`config.mk`:
```
export PLATFORM = sky130hd
export DESIGN_NAME = priority_ready_queue_scheduler_unit
export DESIGN_NICKNAME = d
export VERILOG_FILES = /design/src/hw/rtl/prqs_pkg.sv /design/src/hw/rtl/prqs_ram.sv /design/src/hw/rtl/prqs_queue.sv /design/src/hw/rtl/priority_ready_queue_scheduler_unit.sv
export SDC_FILE = /design/constraint.sdc
export NUM_CORES = 1
export LEC_CHECK = 0
export BUFFER_PORTS_ARGS = -buffer_cell sky130_fd_sc_hd__buf_2
export CORE_MARGIN = 5
export CORE_UTILIZATION = 50
export DETAILED_ROUTE_END_ITERATION = 8
export GPL_TIMING_DRIVEN = 0
export HOLD_SLACK_MARGIN = 0.1
export PLACE_DENSITY_LB_ADDON = 0.12
export RECOVER_POWER = 50
export SKIP_CTS_REPAIR_TIMING = 1
export SYNTH_ARGS = -nofsm -noshare
export SYNTH_HDL_FRONTEND = slang
export SYNTH_SLANG_ARGS = --single-unit
export TNS_END_PERCENT = 1
```
`constraint.sdc`:
```
create_clock -name clk -period 4.9 [get_ports clk]
set_input_delay 0.98 -clock clk [delete_from_list [all_inputs] [get_ports clk]]
set_output_delay 0.98 -clock clk [all_outputs]
set_load 0.05 [all_outputs]
```
`src/hw/rtl/prqs_pkg.sv`:
```
// shared types and constants for the priority ready queue scheduler
// no dependencies; imported by prqs_queue and the scheduler top level
`default_nettype none

package prqs_pkg;

  localparam logic [2:0] OP_CREATE  = 3'd0;
  localparam logic [2:0] OP_RESUME  = 3'd1;
  localparam logic [2:0] OP_SUSPEND = 3'd2;
  localparam logic [2:0] OP_YIELD   = 3'd3;
  localparam logic [2:0] OP_SETPRIO = 3'd4;

  localparam logic [1:0] SLOT_FREE    = 2'd0;
  localparam logic [1:0] SLOT_SLEEP   = 2'd1;
  localparam logic [1:0] SLOT_READY   = 2'd2;
  localparam logic [1:0] SLOT_RUNNING = 2'd3;

  localparam logic [1:0] ST_DONE    = 2'd0;
  localparam logic [1:0] ST_IGNORED = 2'd1;
  localparam logic [1:0] ST_KILLED  = 2'd2;

  localparam logic [7:0] KILL_PRIO      = 8'd255;
  localparam logic [7:0] MAX_LIVE_PRIO  = 8'd254;
  localparam logic [7:0] RESET_DEF_PRIO = 8'd64;

  typedef enum logic [2:0] {
    QOP_INSERT = 3'b001,
    QOP_REMOVE = 3'b010,
    QOP_HEAD   = 3'b100
  } qop_t;

  typedef struct packed {
    logic start;
    qop_t op;
  } qcmd_t;

endpackage

`default_nettype wire

```
`src/hw/rtl/prqs_ram.sv`:
```
// generic single write port ram with registered read
// no dependencies
`default_nettype none

module prqs_ram #(
  parameter int WIDTH = 8,
  parameter int DEPTH = 16
) (
  input  wire logic                     clk,
  input  wire logic                     wr_en,
  input  wire logic [$clog2(DEPTH)-1:0] wr_addr,
  input  wire logic [WIDTH-1:0]         wr_data,
  input  wire logic [$clog2(DEPTH)-1:0] rd_addr,
  output logic      [WIDTH-1:0]         rd_data
);

  logic [WIDTH-1:0] mem [DEPTH];

  always_ff @(posedge clk) begin
    if (wr_en) begin
      mem[wr_addr] <= wr_data;
    end
    rd_data <= mem[rd_addr];
  end

endmodule

`default_nettype wire

```
`src/hw/rtl/prqs_queue.sv`:
```
// sorted ready queue engine: insert behind equals, remove by id, read head
// one entry compared per step; uses prqs_pkg and prqs_ram
`default_nettype none

module prqs_queue
  import prqs_pkg::*;
#(
  parameter int MAX_THREADS = 16
) (
  input  wire logic                             clk,
  input  wire logic                             rst,
  input  wire qcmd_t                            cmd,
  input  wire logic [$clog2(MAX_THREADS)-1:0]   id,
  input  wire logic [7:0]                       prio,
  output logic                                  done,
  output logic [$clog2(MAX_THREADS+1)-1:0]      count,
  output logic [$clog2(MAX_THREADS)-1:0]        head_id,
  output logic [7:0]                            head_prio
);

  localparam int SLOT_W = $clog2(MAX_THREADS);
  localparam int CNT_W  = $clog2(MAX_THREADS + 1);
  localparam int ENT_W  = 8 + SLOT_W;

  typedef enum logic [7:0] {
    QS_IDLE     = 8'b0000_0001,
    QS_INS_RD   = 8'b0000_0010,
    QS_INS_CMP  = 8'b0000_0100,
    QS_INS_LAST = 8'b0000_1000,
    QS_REM_RD   = 8'b0001_0000,
    QS_REM_CMP  = 8'b0010_0000,
    QS_HEAD_RD  = 8'b0100_0000,
    QS_HEAD_CAP = 8'b1000_0000
  } qstate_t;

  qstate_t            state;
  logic [CNT_W-1:0]   idx;
  logic               found;
  logic [SLOT_W-1:0]  op_id;
  logic [7:0]         op_prio;

  logic               wr_en;
  logic [SLOT_W-1:0]  wr_addr;
  logic [ENT_W-1:0]   wr_data;
  logic [ENT_W-1:0]   rd_data;
  logic [7:0]         rd_prio;
  logic [SLOT_W-1:0]  rd_id;
  logic [CNT_W-1:0]   idx_inc;
  logic [CNT_W-1:0]   idx_dec;
  logic [CNT_W-1:0]   last;
  logic               hit;

  assign rd_prio = rd_data[ENT_W-1:SLOT_W];
  assign rd_id   = rd_data[SLOT_W-1:0];
  assign idx_inc = idx + CNT_W'(1);
  assign idx_dec = idx - CNT_W'(1);
  assign last    = count - CNT_W'(1);
  assign hit     = (rd_id == op_id);

  prqs_ram #(
    .WIDTH (ENT_W),
    .DEPTH (MAX_THREADS)
  ) u_qram (
    .clk     (clk),
    .wr_en   (wr_en),
    .wr_addr (wr_addr),
    .wr_data (wr_data),
    .rd_addr (idx[SLOT_W-1:0]),
    .rd_data (rd_data)
  );

  always_comb begin
    wr_en   = 1'b0;
    wr_addr = '0;
    wr_data = {prio, id};
    case (state)
      QS_IDLE: begin
        if (cmd.start && cmd.op == QOP_INSERT && count == CNT_W'(0)) begin
          wr_en = 1'b1;
        end
      end
      QS_INS_CMP: begin
        wr_en   = 1'b1;
        wr_addr = idx_inc[SLOT_W-1:0];
        wr_data = (rd_prio > op_prio) ? rd_data : {op_prio, op_id};
      end
      QS_INS_LAST: begin
        wr_en   = 1'b1;
        wr_data = {op_prio, op_id};
      end
      QS_REM_CMP: begin
        wr_en   = found;
        wr_addr = idx_dec[SLOT_W-1:0];
        wr_data = rd_data;
      end
      default: begin
        wr_en = 1'b0;
      end
    endcase
  end

  always_ff @(posedge clk) begin
    if (rst) begin
      state <= QS_IDLE;
      count <= '0;
      done  <= 1'b0;
      idx   <= '0;
      found <= 1'b0;
    end else begin
      done <= 1'b0;
      case (state)
        QS_IDLE: begin
          if (cmd.start) begin
            op_id   <= id;
            op_prio <= prio;
            found   <= 1'b0;
            case (cmd.op)
              QOP_INSERT: begin
                if (count == CNT_W'(MAX_THREADS)) begin
                  done <= 1'b1;
                end else if (count == CNT_W'(0)) begin
                  count <= CNT_W'(1);
                  done  <= 1'b1;
                end else begin
                  idx   <= last;
                  state <= QS_INS_RD;
                end
              end
              QOP_REMOVE: begin
                if (count == CNT_W'(0)) begin
                  done <= 1'b1;
                end else begin
                  idx   <= '0;
                  state <= QS_REM_RD;
                end
              end
              QOP_HEAD: begin
                idx   <= '0;
                state <= QS_HEAD_RD;
              end
              default: begin
                done <= 1'b1;
              end
            endcase
          end
        end
        QS_INS_RD: begin
          state <= QS_INS_CMP;
        end
        QS_INS_CMP: begin
          if (rd_prio > op_prio) begin
            if (idx == CNT_W'(0)) begin
              state <= QS_INS_LAST;
            end else begin
              idx   <= idx_dec;
              state <= QS_INS_RD;
            end
          end else begin
            count <= count + CNT_W'(1);
            done  <= 1'b1;
            state <= QS_IDLE;
          end
        end
        QS_INS_LAST: begin
          count <= count + CNT_W'(1);
          done  <= 1'b1;
          state <= QS_IDLE;
        end
        QS_REM_RD: begin
          state <= QS_REM_CMP;
        end
        QS_REM_CMP: begin
          if (hit) begin
            found <= 1'b1;
          end
          if (idx == last) begin
            if (found || hit) begin
              count <= last;
            end
            done  <= 1'b1;
            state <= QS_IDLE;
          end else begin
            idx   <= idx_inc;
            state <= QS_REM_RD;
          end
        end
        QS_HEAD_RD: begin
          state <= QS_HEAD_CAP;
        end
        QS_HEAD_CAP: begin
          head_id   <= rd_id;
          head_prio <= rd_prio;
          done      <= 1'b1;
          state     <= QS_IDLE;
        end
        default: begin
          state <= QS_IDLE;
        end
      endcase
    end
  end

endmodule

`default_nettype wire

```
`src/hw/rtl/priority_ready_queue_scheduler_unit.sv`:
```
// scheduler top level: sequencer and slot tables; uses prqs_pkg, prqs_queue and prqs_ram
// sequence: slot lookup and decide, then a head read for a yield, a remove that
//   walks every queued entry, an insert that compares entries from the tail, and a
//   final head read before the result; an unknown operation goes straight to the result
// throughput: one beat at a time; the next beat is taken the cycle after the result is loaded
// reset: synchronous; queue empty, all slots free, no running thread, default priority 64
`default_nettype none

module priority_ready_queue_scheduler_unit
  import prqs_pkg::*;
#(
  parameter int MAX_THREADS = 16
) (
  input  wire logic       clk,
  input  wire logic       rst,
  input  wire logic       cfg_write,
  input  wire logic [7:0] cfg_data,
  input  wire logic       item_valid,
  output logic            item_stall,
  input  wire logic [2:0] operation,
  input  wire logic [3:0] thread_id,
  input  wire logic [7:0] new_priority,
  output logic            result_valid,
  input  wire logic       result_stall,
  output logic [3:0]      running_id,
  output logic            running_valid,
  output logic            switched,
  output logic [7:0]      old_priority,
  output logic [1:0]      status
);

  localparam int SLOT_W = $clog2(MAX_THREADS);
  localparam int CNT_W  = $clog2(MAX_THREADS + 1);
  localparam int IDX_W  = (SLOT_W > 4) ? SLOT_W : 4;

  typedef enum logic [12:0] {
    S_IDLE        = 13'b0_0000_0000_0001,
    S_LOOK        = 13'b0_0000_0000_0010,
    S_DECIDE      = 13'b0_0000_0000_0100,
    S_YHEAD       = 13'b0_0000_0000_1000,
    S_YHEAD_WAIT  = 13'b0_0000_0001_0000,
    S_REMOVE      = 13'b0_0000_0010_0000,
    S_REMOVE_WAIT = 13'b0_0000_0100_0000,
    S_INSERT      = 13'b0_0000_1000_0000,
    S_INSERT_WAIT = 13'b0_0001_0000_0000,
    S_HEAD        = 13'b0_0010_0000_0000,
    S_HEAD_WAIT   = 13'b0_0100_0000_0000,
    S_CUR         = 13'b0_1000_0000_0000,
    S_OUT         = 13'b1_0000_0000_0000
  } state_t;

  state_t             state;
  logic [7:0]         default_priority;
  logic [2:0]         op_r;
  logic               tid_ok;
  logic [SLOT_W-1:0]  tid_r;
  logic [7:0]         np_r;
  logic [SLOT_W-1:0]  lk_addr;
  logic               st_vld;
  logic               p_valid;
  logic [SLOT_W-1:0]  p_id;
  logic               cur_valid;
  logic [SLOT_W-1:0]  cur_id;
  logic [7:0]         old_prio;
  logic [1:0]         res_code;
  logic               prev_fix;
  logic               ins_pending;
  logic [SLOT_W-1:0]  ins_id;
  logic [7:0]         ins_prio;
  logic [SLOT_W-1:0]  rem_id;
  logic [MAX_THREADS-1:0] slot_written;

  logic [IDX_W-1:0]   tid_ext;
  logic [SLOT_W-1:0]  tid_in;
  logic [IDX_W-1:0]   cur_ext;
  logic [7:0]         create_prio;
  logic [7:0]         prio_rd;
  logic [1:0]         st_raw;
  logic [1:0]         st_cur;
  logic               create_ok;
  logic               resume_ok;
  logic               suspend_ok;
  logic               kill;

  logic               st_we;
  logic [SLOT_W-1:0]  st_waddr;
  logic [1:0]         st_wdata;
  logic               pr_we;
  logic [SLOT_W-1:0]  pr_waddr;
  logic [7:0]         pr_wdata;

  qcmd_t              q_cmd;
  logic [SLOT_W-1:0]  q_id;
  logic               q_done;
  logic [CNT_W-1:0]   q_count;
  logic [SLOT_W-1:0]  q_head_id;
  logic [7:0]         q_head_prio;

  assign tid_ext     = IDX_W'(thread_id);
  assign tid_in      = tid_ext[SLOT_W-1:0];
  assign cur_ext     = IDX_W'(cur_id);
  assign create_prio = (default_priority == KILL_PRIO) ? MAX_LIVE_PRIO : default_priority;
  assign st_cur      = st_vld ? st_raw : SLOT_FREE;
  assign create_ok   = tid_ok && (st_cur == SLOT_FREE);
  assign resume_ok   = tid_ok && (st_cur == SLOT_SLEEP);
  assign suspend_ok  = tid_ok && (st_cur == SLOT_READY || st_cur == SLOT_RUNNING);
  assign kill        = (np_r == KILL_PRIO);
  assign item_stall  = rst || (state != S_IDLE);
  assign q_id        = (state == S_REMOVE) ? rem_id : ins_id;

  prqs_ram #(
    .WIDTH (8),
    .DEPTH (MAX_THREADS)
  ) u_prio_ram (
    .clk     (clk),
    .wr_en   (pr_we),
    .wr_addr (pr_waddr),
    .wr_data (pr_wdata),
    .rd_addr (lk_addr),
    .rd_data (prio_rd)
  );

  prqs_ram #(
    .WIDTH (2),
    .DEPTH (MAX_THREADS)
  ) u_stat_ram (
    .clk     (clk),
    .wr_en   (st_we),
    .wr_addr (st_waddr),
    .wr_data (st_wdata),
    .rd_addr (lk_addr),
    .rd_data (st_raw)
  );

  prqs_queue #(
    .MAX_THREADS (MAX_THREADS)
  ) u_queue (
    .clk       (clk),
    .rst       (rst),
    .cmd       (q_cmd),
    .id        (q_id),
    .prio      (ins_prio),
    .done      (q_done),
    .count     (q_count),
    .head_id   (q_head_id),
    .head_prio (q_head_prio)
  );

  // queue engine commands
  always_comb begin
    q_cmd.start = 1'b0;
    q_cmd.op    = QOP_HEAD;
    case (state)
      S_YHEAD, S_HEAD: begin
        q_cmd.start = 1'b1;
        q_cmd.op    = QOP_HEAD;
      end
      S_REMOVE: begin
        q_cmd.start = 1'b1;
        q_cmd.op    = QOP_REMOVE;
      end
      S_INSERT: begin
        q_cmd.start = 1'b1;
        q_cmd.op    = QOP_INSERT;
      end
      default: begin
        q_cmd.start = 1'b0;
      end
    endcase
  end

  // slot table writes
  always_comb begin
    st_we    = 1'b0;
    st_waddr = tid_r;
    st_wdata = SLOT_READY;
    pr_we    = 1'b0;
    pr_waddr = tid_r;
    pr_wdata = create_prio;
    case (state)
      S_DECIDE: begin
        case (op_r)
          OP_CREATE: begin
            st_we = create_ok;
            pr_we = create_ok;
          end
          OP_RESUME: begin
            st_we = resume_ok;
          end
          OP_SUSPEND: begin
            st_we    = suspend_ok;
            st_wdata = SLOT_SLEEP;
          end
          OP_SETPRIO: begin
            st_we    = p_valid && kill;
            st_waddr = p_id;
            st_wdata = SLOT_FREE;
            pr_we    = p_valid;
            pr_waddr = p_id;
            pr_wdata = np_r;
          end
          default: begin
            st_we = 1'b0;
          end
        endcase
      end
      S_HEAD_WAIT: begin
        st_we    = q_done && prev_fix;
        st_waddr = p_id;
        st_wdata = SLOT_READY;
      end
      S_CUR: begin
        st_we    = (q_count != CNT_W'(0));
        st_waddr = q_head_id;
        st_wdata = SLOT_RUNNING;
      end
      default: begin
        st_we = 1'b0;
      end
    endcase
  end

  always_ff @(posedge clk) begin
    if (rst) begin
      state            <= S_IDLE;
      default_priority <= RESET_DEF_PRIO;
      cur_valid        <= 1'b0;
      cur_id           <= '0;
      slot_written     <= '0;
      result_valid     <= 1'b0;
      ins_pending      <= 1'b0;
      prev_fix         <= 1'b0;
    end else begin
      if (cfg_write) begin
        default_priority <= cfg_data;
      end
      if (st_we) begin
        slot_written[st_waddr] <= 1'b1;
      end
      if (result_valid && !result_stall) begin
        result_valid <= 1'b0;
      end

      case (state)
        S_IDLE: begin
          if (item_valid) begin
            op_r     <= operation;
            tid_ok   <= (32'(thread_id) < MAX_THREADS);
            tid_r    <= tid_in;
            np_r     <= new_priority;
            lk_addr  <= (operation == OP_SETPRIO) ? cur_id : tid_in;
            p_valid  <= cur_valid;
            p_id     <= cur_id;
            old_prio <= '0;
            res_code <= ST_DONE;
            state    <= S_LOOK;
          end
        end
        S_LOOK: begin
          st_vld <= slot_written[lk_addr];
          state  <= S_DECIDE;
        end
        S_DECIDE: begin
          prev_fix    <= p_valid;
          ins_pending <= 1'b0;
          ins_id      <= tid_r;
          rem_id      <= tid_r;
          state       <= S_HEAD;
          case (op_r)
            OP_CREATE: begin
              ins_prio <= create_prio;
              if (create_ok) begin
                state <= S_INSERT;
              end else begin
                res_code <= ST_IGNORED;
              end
            end
            OP_RESUME: begin
              ins_prio <= prio_rd;
              if (resume_ok) begin
                state <= S_INSERT;
              end else begin
                res_code <= ST_IGNORED;
              end
            end
            OP_SUSPEND: begin
              if (suspend_ok) begin
                state <= S_REMOVE;
                if (tid_r == p_id) begin
                  prev_fix <= 1'b0;
                end
              end else begin
                res_code <= ST_IGNORED;
              end
            end
            OP_YIELD: begin
              if (q_count > CNT_W'(1)) begin
                state <= S_YHEAD;
              end
            end
            OP_SETPRIO: begin
              if (p_valid) begin
                old_prio    <= prio_rd;
                rem_id      <= p_id;
                ins_id      <= p_id;
                ins_prio    <= np_r;
                ins_pending <= !kill;
                state       <= S_REMOVE;
                if (kill) begin
                  prev_fix <= 1'b0;
                  res_code <= ST_KILLED;
                end
              end else begin
                res_code <= ST_IGNORED;
              end
            end
            default: begin
              res_code <= ST_IGNORED;
              state    <= S_OUT;
            end
          endcase
        end
        S_YHEAD: begin
          state <= S_YHEAD_WAIT;
        end
        S_YHEAD_WAIT: begin
          if (q_done) begin
            rem_id      <= q_head_id;
            ins_id      <= q_head_id;
            ins_prio    <= q_head_prio;
            ins_pending <= 1'b1;
            state       <= S_REMOVE;
          end
        end
        S_REMOVE: begin
          state <= S_REMOVE_WAIT;
        end
        S_REMOVE_WAIT: begin
          if (q_done) begin
            state <= ins_pending ? S_INSERT : S_HEAD;
          end
        end
        S_INSERT: begin
          state <= S_INSERT_WAIT;
        end
        S_INSERT_WAIT: begin
          if (q_done) begin
            state <= S_HEAD;
          end
        end
        S_HEAD: begin
          state <= S_HEAD_WAIT;
        end
        S_HEAD_WAIT: begin
          if (q_done) begin
            state <= S_CUR;
          end
        end
        S_CUR: begin
          if (q_count != CNT_W'(0)) begin
            cur_id    <= q_head_id;
            cur_valid <= 1'b1;
          end else begin
            cur_id    <= '0;
            cur_valid <= 1'b0;
          end
          state <= S_OUT;
        end
        S_OUT: begin
          if (!result_valid || !result_stall) begin
            result_valid  <= 1'b1;
            running_id    <= cur_ext[3:0];
            running_valid <= cur_valid;
            switched      <= (p_valid != cur_valid) || (cur_valid && (p_id != cur_id));
            old_priority  <= old_prio;
            status        <= res_code;
            state         <= S_IDLE;
          end
        end
        default: begin
          state <= S_IDLE;
        end
      endcase
    end
  end

endmodule

`default_nettype wire

```
=== After elaboration in Yosys (flattened, before gate mapping) ===
Memories as Yosys holds them, arrays and structs flattened. A register that Yosys moved wholly into a read port is not among the register bits.
Cells that the tools add are included.

* Memory bits (writable): 352
* Register bits: 152
* Output and inout bits: 18
* Logic and storage cells: 276
* Memories: 3
* Input port bits: 28

{| class="wikitable"
|+ Memory list
! name !! depth !! bits a word !! read ports !! clocked after memory_dff !! wr ports !! RTL line !! RTL
|-
| u_queue.u_qram.mem || 16 || 12 || 1 || 1 || 1 || prqs_ram.sv:17 || <nowiki>logic [WIDTH-1:0] mem [DEPTH];</nowiki>
|-
| u_prio_ram.mem || 16 || 8 || 1 || 1 || 1 || prqs_ram.sv:17 ||
|-
| u_stat_ram.mem || 16 || 2 || 1 || 1 || 1 || prqs_ram.sv:17 ||
|}

* Multiplexer cells: 115
* Equality and inequality tests: 71
* Order comparisons: 5
* $add $sub $neg: 4
* Reductions and logical operators: 43
* Bitwise gates (word level): 2

{| class="wikitable"
|+ Operators with widths
! kind !! count
|-
| one-hot mux 13 bit (13 select lines) || 1
|-
| two-way mux 8 bit || 12
|-
| two-way mux 13 bit || 6
|-
| two-way mux 5 bit || 15
|-
| one-hot mux 13 bit (5 select lines) || 1
|-
| two-way mux 10 bit || 6
|-
| one-hot mux 8 bit (3 select lines) || 2
|-
| one-hot mux 8 bit (6 select lines) || 1
|-
| two-way mux 4 bit || 9
|-
| one-hot mux 12 bit (3 select lines) || 1
|-
| one-hot mux 8 bit (2 select lines) || 2
|-
| one-hot mux 5 bit (3 select lines) || 2
|-
| two-way mux 1 bit || 29
|-
| equality test 8 bit, second input constant || 3
|-
| inequality test 2 x 1 -> 1 bit, second input constant || 11
|-
| inequality test 3 bit, second input constant || 7
|-
| one-hot mux 5 bit (4 select lines) || 1
|-
| inequality test 2 bit, second input constant || 9
|-
| OR 16 bit || 1
|-
| one-hot mux 4 bit (2 select lines) || 2
|-
| AND reduction 8 bit || 2
|-
| AND reduction 3 bit || 5
|-
| AND reduction 5 bit || 3
|-
| two-way mux 2 bit || 7
|-
| other kinds (66) || 102
|}

=== Longest topological paths before layout ===
* Depth in word-level cells: 9
* Mapped depth: 11
* Gate-level depth less buffers: 9

=== Cells and area by module ===
From an unflattened synthesis, not the netlist that was laid out.

* Cell total of the unflattened synthesis: 1436
* Area, all modules: 22323.9 µm²

{| class="wikitable"
|+ Modules (own cells, without submodules)
! module !! cells an instance !! sequential area each (µm²) !! area each (µm²) !! times used
|-
| prqs_ram (u_queue.u_qram) || 329 || 6005.8 || 7599.8 || 1
|-
| priority_ready_queue_scheduler_unit || 477 || 2792.7 || 5157.4 || 1
|-
| prqs_ram (u_prio_ram) || 229 || 4003.8 || 5147.4 || 1
|-
| prqs_queue || 323 || 1121.1 || 3039.2 || 1
|-
| prqs_ram (u_stat_ram) || 78 || 1001.0 || 1380.1 || 1
|}

=== Least setup slack after synthesis ===
No wires, ideal clock.

* Path type: register to register
* From: register state[1]
* To: register old_priority[0] (enable)
* Path buffers: 1
* Required time: 4487 ps
* Stages on the path, launching flop included: 6
* Clock period less this slack: 3210 ps
* Slack: 1690 ps
* Arrival time: 2797 ps
* Setup time: 413 ps
* Path through: dfxtp_1 -> buf_2 -> nor4_4 -> nand3_1 -> or4b_1 -> nor3b_1

* Word-level cells in the longest chain between the ends: 2

{| class="wikitable"
|+ RTL lines
! what !! RTL line !! RTL
|-
| start: declaration || priority_ready_queue_scheduler_unit.sv:52 || <nowiki>state_t state;</nowiki>
|-
| start signal: assignment || priority_ready_queue_scheduler_unit.sv:340 || <nowiki>state <= ins_pending ? S_INSERT : S_HEAD;</nowiki>
|-
| equality test 13 bit || priority_ready_queue_scheduler_unit.sv:244 || <nowiki>case (state)</nowiki>
|-
| AND reduction 3 bit (no line) || - ||
|-
| end signal: assignment || priority_ready_queue_scheduler_unit.sv:375 || <nowiki>old_priority <= old_prio;</nowiki>
|-
| end: declaration || priority_ready_queue_scheduler_unit.sv:28 || <nowiki>output logic [7:0] old_priority,</nowiki>
|}

No other way between the ends.
A chain may end at the register's enable or synchronous reset.

=== Final worst setup path ===
* From: register state[6]
* To: memory u_prio_ram.mem[18][0], in the netlist u_prio_ram.mem[9][0] (enable)

* Word-level cells in the longest chain between the ends: 4
* Elaborated cells between the ends (all ways): 5
* Those cells by class: eq/ne: 1; mux: 4

{| class="wikitable"
|+ RTL lines
! what !! RTL line !! RTL
|-
| equality test 13 x 3 -> 1 bit (*) || priority_ready_queue_scheduler_unit.sv:180 || <nowiki>case (state)</nowiki>
|-
| two-way mux 1 bit || priority_ready_queue_scheduler_unit.sv:180 ||
|-
| two-way mux 1 bit || prqs_ram.sv:20 || <nowiki>if (wr_en) begin</nowiki>
|-
| two-way mux 1 bit (implied by the code) || prqs_ram.sv:21 || <nowiki>mem[wr_addr] <= wr_data;</nowiki>
|-
| end: declaration || prqs_ram.sv:17 ||
|}

Mark *: on every way between the ends. The rest lies on a longest branch, timed or not.

==> results.yml <==
run_status:
  outcome: "finished with violations"
  violations: "max-capacitance violations, max-slew violations"
timing:
  fin_ws_ps: 577.1
  worst_pin_slew_ps: 1493
  drv_slew: 1
  fin_crit_ps: 4323
  fin_tns_setup_ps: 0
  rsz0062_at_grt: "no"
  finalHoldViolations: 0
  fin_crit_sh: 0.8822
  setup_violations: 0
  clock.fmax_ghz: 0.2313
  slew_headroom: -0.004474
  clock-skew-final_ps: 9.301
floorplan:
  die_h_um: 219.6
  fp.coreArea_um2: 43270
  io-pin-count: 46
  initial_core_util: 0.5078
  die_x_um: 219.6
  dieArea_um2: 48240
  placementRows: 76
cts:
  cts_tree: "yes"
  clockBufferDepth: 3
  clk_pin_slew_ps: 60
  cts_sinks: 526
  h-tree-depth: 2
  insertion_delay_ps: 600
  cts_root_buf: "clkbuf_16"
  cts-buffers-inserted: 54
global_routing:
  overflow: 0
  grt_pass1_vias: 12470
  grt_max_degree: 25
  grt_antenna_before_repair: 1
  grt_usage: 0.2162
  grt_pass1_wl_mm: 78.17
detailed_routing:
  avgViaCountPerCell: 6.012
  firstDrtPassIters: 5
  via_count: 12630
  drt_iter0_drc: 1292
  wl_mm: 51.35
  drc: 0
  wl_per_cell_um: 24.44
  postRouteAntennaNets: 0
synthesis:
  yosysTopAreaCell: "edfxtp_1"
  synth-edff-count: 439
  synth_top_area_share: 0.6000
  yosysWarnings: 0
  synth.most_common_cell: "edfxtp_1"
  synthArstFlopShare: 0
  ys.flop_type: "edfxtp_1"
  ys_top_cells_by_area: "edfxtp_1, mux4_2, dfxtp_1"
  synth_seq_cells: 526
  synth_cells: 1369
  yosys-top-cells-count: "edfxtp_1, mux4_2, nor2_1, dfxtp_1, nand2_1"
  synth_area_um2: 21970
  syn_area_per_cell_um2: 16.05
  synth_nets: 1412
  netlist-cell-type-count: 82
  yosysSeqAreaShare: 0.6792
placement:
  dp_cells: 2000
  portBuffers: 43
  place.gp.congestion: 0.9201
  dp_slack_ps: 738.5
  dp_hpwl_mm: 36.16
power_and_ir_drop:
  ir_drop_mv: 0.2803
  power.density_nw_per_um2: 384.5
  total_leakage_power_nw: 7.966
  power_mw: 9.485
critical_path:
  crit_path_max_fanout: 10
  worstPathRequired_ps: 5120
  arrival_ps: 4550
  critPathKind: "reg2reg"
  ff2ff_setup_slack_ps: 580
  crit_path_end_kind: "flip-flop"
  worst_setup_path_start_kind: "flip-flop"
layout:
  multi_input_area_um2: 6474
  nets: 1515
  seqCellArea_um2: 14920
  drive_gt1_frac: 0.1629
  final_cells: 2101
  fillers: 3366
  n_antenna_cell: 0
  utilization: 0.5701
  syn2layout_area_growth_pct: 12.27
hold_path:
  hold_path.class: "reg2reg"
run:
  maxCapViolCount: 1
-- metal layers --
metal	GRT usage	wire length [um]	share of wire	up-vias
li1	-	-	-	5649
met1	0.3352	23470	0.46	6411
met2	0.3155	22580	0.44	487
met3	0.04066	3958	0.077	84
met4	0.06283	1339	0.026	0
met5	0	0	0	-
-- power by group --
part           total (mW)  internal (mW)  switching (mW)
Clock                4.29           2.57            1.72
Sequential           4.88           4.84          0.0409
Combinational       0.309          0.113           0.196
-- cells by family after synthesis --
logic type	Yosys count	share of synthesized area
DFF	526	0.6792
buffers and inverters	115	0.02130
xor gates and xnor gates	28	0.01241
AOI/OAI and AO/OA	205	0.06469
and+or+nand+nor	339	0.08342
adders and majority gates	15	0.008542
muxes	141	0.1304
-- cell usage in the layout, fill, tap and decap left out, types with 13 or more instances in the layout --
cell / n
edfxtp_1: 439
mux4_2: 115
nor2_1: 107
clkbuf_1: 93
dfxtp_1: 87
nand2_1: 69
clkbuf_16: 55
a21oi_1: 47
inv_1: 38
o21ai_0: 36
buf_2: 29
nand3_1: 23
nor3_1: 21
nand4_1: 18
a31oi_1: 15
ha_1: 15
and3_1: 14
mux2i_1: 14
xor2_1: 14
o21a_1: 13
o22ai_1: 13
-- final timing paths --
kind	to	from	depth (start not counted)
max	u_prio_ram.mem[9][0]$_DFFE_PP_	state[6]$_SDFFE_PP0P_	7
min	old_priority[1]$_DFFE_PP_	old_prio[1]$_SDFFCE_PP0P_	0
max reg2reg	u_prio_ram.mem[9][0]$_DFFE_PP_	state[6]$_SDFFE_PP0P_	7
min reg2reg	old_priority[1]$_DFFE_PP_	old_prio[1]$_SDFFCE_PP0P_	0
-- area by class of cell --
| type | instances | share of cell area |
|---|---|---|
| Buffer | 77 | 0.01283 |
| Clock buffer | 69 | 0.05874 |
| Clock inverter | 31 | 0.01699 |
| Inverter | 38 | 0.005782 |
| Multi-Input combinational cell | 728 | 0.2624 |
| Sequential cell | 526 | 0.6050 |
| Tap cell | 585 | 0.02967 |
| Timing Repair Buffer | 47 | 0.008521 |
-- worst max-delay path, cell delays in order, from the launching register on --
cell and delay [ps]:
dfxtp_1 300, buf_2 180, nor4_1 1190, nand4_1 230
nor2_2 500, clkbuf_1 510, a31oi_1 330, nor2_1 690
-- sequential cells by signal, summed over array words and instances, names as in the netlist, 5 cells and up --
name	cells
u_queue.u_qram.mem	192
u_queue.state	8
slot_written	16
u_queue.op_prio	8
default_priority	8
state	13
u_prio_ram.mem	128
ins_prio	8
u_stat_ram.mem	32
u_queue.idx	5
old_priority	8
u_queue.head_prio	8
old_prio	8
np_r	8
u_prio_ram.rd_data	8
u_queue.count	5
u_queue.u_qram.rd_data	12
-- stage by stage --
step,hold slack [ps],cell area (um^2)
6_report,417.5,24670
5_1_grt,423.8,24670
4_1_cts,418.8,24820
3_5_place_dp,405.4,22950
3_3_place_gp,404.6,22920
2_1_floorplan,400.3,21970
No activity file was read; power rests on OpenSTA's default activity.
